### config.mk
export PLATFORM = sky130hd
export DESIGN_NAME = dpsm_ram
export DESIGN_NICKNAME = d
export VERILOG_FILES = /design/src/design/dpsm_ram.sv
export SDC_FILE = /design/constraint.sdc
export NUM_CORES = 1
export LEC_CHECK = 0
export BUFFER_PORTS_ARGS = -buffer_cell sky130_fd_sc_hd__buf_2
export CAP_MARGIN = 20
export CORE_UTILIZATION = 40
export CTS_CLUSTER_DIAMETER = 30
export DETAILED_ROUTE_END_ITERATION = 8
export REMOVE_ABC_BUFFERS = 1
export SLEW_MARGIN = 20
export SYNTH_ARGS = -nofsm -noshare
export SYNTH_HDL_FRONTEND = slang
export SYNTH_SLANG_ARGS = --single-unit
export TNS_END_PERCENT = 100
### constraint.sdc
create_clock -name clock -period 3.7 [get_ports clock]
set_clock_uncertainty 0.2 [all_clocks]
set_input_delay 0.555 -clock clock [delete_from_list [all_inputs] [get_ports clock]]
set_output_delay 0.555 -clock clock [all_outputs]
set_load 0.02 [all_outputs]
### src/design/dpsm_ram.sv
// ----------------------------------------------------------------------------
// dpsm_ram
// generic ram with one write port, one read port and registered read
// ----------------------------------------------------------------------------
module dpsm_ram #(
   parameter int WIDTH = 32,
   parameter int DEPTH = 16
) (
   input  logic                     clock,
   input  logic                     wr_en,
   input  logic [$clog2(DEPTH)-1:0] wr_addr,
   input  logic [WIDTH-1:0]         wr_data,
   input  logic [$clog2(DEPTH)-1:0] rd_addr,
   output logic [WIDTH-1:0]         rd_data
);

   logic [WIDTH-1:0] mem [DEPTH];

   always_ff @(posedge clock) begin
      if (wr_en) begin
         mem[wr_addr] <= wr_data;
      end
      rd_data <= mem[rd_addr];
   end

endmodule

After elaboration in Yosys (flattened, before gate mapping)
Memory sizes are Yosys's and may differ from the RTL's. A register that Yosys moved wholly into a read port is not among the register bits.
Cells that the tools add are included.
{ "classes": {"muxes": 2, "reduce_logical": 0, "n_shift": 0, "div_mod_pow": 0, "bitwise": 0, "addsub": 0, "n_lt_le_gt_ge": 0, "mul": 0, "eq_ne": 0} }
{ "op_table": {"columns": ["cell", "count"], "rows": [
  ["$mux W1", 2]
]} }
{ "totals": {"ram_bits": 512, "mem_count": 1, "ff_bits": 0, "in_bits": 42, "latchBits": 0, "romBits": 0, "word_cells": 3, "output_inout_bits": 32} }
{ "mem_list": {"columns": ["name", "words", "word_bits", "read_ports", "rd_ports_with_merged_regs", "wr", "line_no", "rtl"], "rows": [
  ["mem", 16, 32, 1, 1, 1, "17", "logic [WIDTH-1:0] mem [DEPTH];"]
]} }

Logic depth before layout (Yosys ltp)
{ "depth": {"word_depth": 2, "depth_mapped": 5, "mapped_depth_nobuf": 3} }

Least setup slack after synthesis
Ideal clock, no wire load.
{ "synth_path": {"path_kind": "input-to-reg", "start": "in wr_addr[2]", "end": "mem mem[0][0], enable pin", "setup_ns": 0.461, "n_path_buf": 0, "path_stages": 2, "path_slack_ns": -0.235, "t_arrival_ns": 3.273, "required_time_ns": 3.039, "cell_sequence": "or3b_2 nor3_1"} }
{ "synth_rtl": {"columns": ["item", "line_no", "rtl"], "rows": [
  ["start: declaration", "11", "input logic [$clog2(DEPTH)-1:0] wr_addr,"],
  ["end: declaration", "17", null]
]} }
No word-level cell before the write port.

Worst setup path after layout
{ "layout_path": {"start": "in wr_addr[2]", "end": "mem mem[3][13], enable pin"} }
No word-level cell before the write port.

==> impl_metrics.csv <==
group,metric,value,unit
run_status,status,"finished clean",
route,drc_errors,0,
pwr,p_switching,3520,uW
pwr,irDropWorstVdd,0.414,mV
pwr,power,17400,uW
clocking,clk_pin_slew,0.04,ns
floorplanning,core_area,49000,um2
min_path,hold_depth,1,
clocking,cts_root_buf,"clkbuf_16",
yosys,netlist_area,19900,um2
floorplanning,die_h,225,um
grt,grt_start_max_net_pins,43,
clocking,cts_sinks,544,
sta,tns,0,ns
sta,hold_slack,0.100,ns
clocking,cts_buffer_depth,3,
yosys,yosysWarnings,0,
floorplanning,die_w,225,um
floorplanning,die_area,50500,um2
grt,grt_pass1_vias,9912,
yosys,synth_seq_cells,544,
yosys,synth_cell_type_count,18,
yosys,synthArstFlopShare,0,%
job,maxCapViolCount,0,
yosys,synth-seq-area-share,80.7,%
clocking,h-tree-depth,3,
floorplanning,rows,81,
floorplanning,num_io_pins,74,
clocking,cts_buffers,107,
route,ant_nets,0,
sta,final_hold_viol_count,0,
setup_path,cp.required,3.79,ns
yosys,synth_top_area_share,77.4,%
pwr,pwr-share-comb,3.8,%
setup_path,r2r-start,"mem[11][5]",
sta,worst_slack,1.73,ns
setup_path,reg2reg_depth,3,
place,dpl_worst_slack,1.07,ns
grt,grt.total_usage,17.7,%
pwr,p_int,13800,uW
pwr,clock_power_share,56.2,%
min_path,min_path_type,"input port to flop",
route,first_iter_violations,786,
clocking,hold_buffers,0,
grt,grt_antenna_before_repair,3,
route,vias_per_cell,5.27,
sta,maxSlewViolCount,0,
setup_path,worstPathMaxFanout,20,
sta,period_share,53.3,%
place,io_buffers,73,
route,first_pass_iters,5,
yosys,synth_top_area_cell,"edfxtp_1",
pwr,powerDensity,690,nW/um2
clocking,cts.repair.resized,0,
place,dp_hpwl,24.0,mm
sta,clock.fmax,507,MHz
yosys,synth.area.top_cells,"edfxtp_1, mux4_2, dfxtp_1, a22oi_1, nand2_1",
sta,min_period,1.97,ns
pwr,swShare,20.3,%
place,dpl_cell_area,21400,um2
layout,area_delta_synth_final,26.6,%
layout,drive_gt1_share,38.5,%
sta,grt_setup_unrepaired,"no",
clocking,postCtsSetupBuffers,0,
setup_path,arrival,2.07,ns
pwr,seqPwrFrac,40.1,%
yosys,synth-edff-count,512,
yosys,syn_avg_cell_area,23.7,um2
route,wl_per_cell,24.5,um
yosys,synth.most_common_cell,"edfxtp_1",
route,drt-total-wl,43.4,mm
yosys,synthTopCellsByCount,"edfxtp_1, mux4_2, a22oi_1, nand2_1, dfxtp_1",
yosys,dominantRegCellSynth,"edfxtp_1",
route,via_count,9322,
clocking,clkLatencyLatePin,0.63,ns
setup_path,startpoint_type,"input port",
grt,grt_first_pass_wirelength,64.4,mm
place,gp_congestion,0.743,
clocking,cts_tree,"done",
setup_path,path_class,"input port to flop",
layout,fin_nets,1060,
setup_path,startpoint,"wr_addr[2]",
layout,finalInstanceArea,25100,um2
yosys,syn_inst,838,
min_path,min_to,"mem[10][18]",
floorplanning,initial_utilization,40.6,%
setup_path,worst_r2r_endpoint,"rd_data[5]",
layout,diodes,0,
grt,grt-ovfl-total,0,
setup_path,end_kind,"flop",
min_path,min-delay-start,"wr_data[18]",
sta,tightest_slew,0.791,ns
setup_path,ff2ff_setup_slack,2.13,ns
pwr,p_leak,0.00837,uW
sta,relSlewSlack,47.3,%
sta,final-setup-viol-count,0,
## per-layer routing
metal  up-vias  routed length [um]  GRT usage (%)
met5         -                  35              0
met3        73                2480           4.49
li1       3984                   -              -
met4         6                 727           5.22
met2       277               21400           28.3
met1      4982               18800           24.1
## power by group through the flow
stage	Sequential, uW	Clock, uW	Combinational [uW]
floorplan	7100	0	265
global placement	7060	0	658
detailed placement	7070	0	667
CTS	6960	9890	670
global route	6960	10200	705
finish	6960	9750	653
## worst max path at each step
stage,to,slack (ns),cells past startpoint
final,mem[3][13],1.73,4
after global routing,rd_data[1],1.68,1
after floorplan,mem[0][0],-0.23,2
after detailed placement,mem[3][22],1.07,4
after global placement,mem[3][21],1.08,4
after CTS,mem[3][23],1.70,4
## final cells by class
| cell class | instances | area [um2] |
|---|---|---|
| clock inverter | 76 | 952 |
| tap | 664 | 831 |
| clock buffer | 120 | 2770 |
| timing repair buffer | 114 | 826 |
| multi-input combinational | 251 | 3750 |
| fill | 3793 | 23800 |
| sequential | 544 | 16000 |
## layout by cell type, fill, tap and decap left out, drive strengths merged
cell type  instances
buf              113
mux4             128
clkinv            43
bufinv            19
nand3              1
edfxtp           512
nand2             33
nand2b             2
nor3               4
a22oi             64
dfxtp             32
inv                5
nor2b              2
clkinvlp           9
clkbuf           121
and2               1
nand3b             2
or3b               1
nor2              13
## logic make-up (layout without fill, tap and decap cells)
| group | count (synthesis) | in the layout | share of synthesized area, % |
|---|---|---|---|
| mux | 128 | 128 | 14.5 |
| buf+inv | 43 | 310 | 1.12 |
| compound gates | 64 | 64 | 2.42 |
| simple gates | 59 | 59 | 1.27 |
| flops | 544 | 544 | 80.7 |
## sequential cells by signal, indices dropped and copies added, names as in the netlist
register and cells:
mem 512, rd_data 32
## worst max-delay path: stages
cell and delay, ns:
buf_2 0.11, or3b_2 0.59, nor2_4 0.39, buf_4 0.39
## stage by stage
step	cells	util, %
2_1_floorplan	795	-
3_5_place_dp	1573	43.8
6_report	1769	51.4
4_1_cts	1769	51.4
5_1_grt	1769	51.4
3_3_place_gp	1573	43.8
Note: power is estimated with default switching activity, not from simulation.
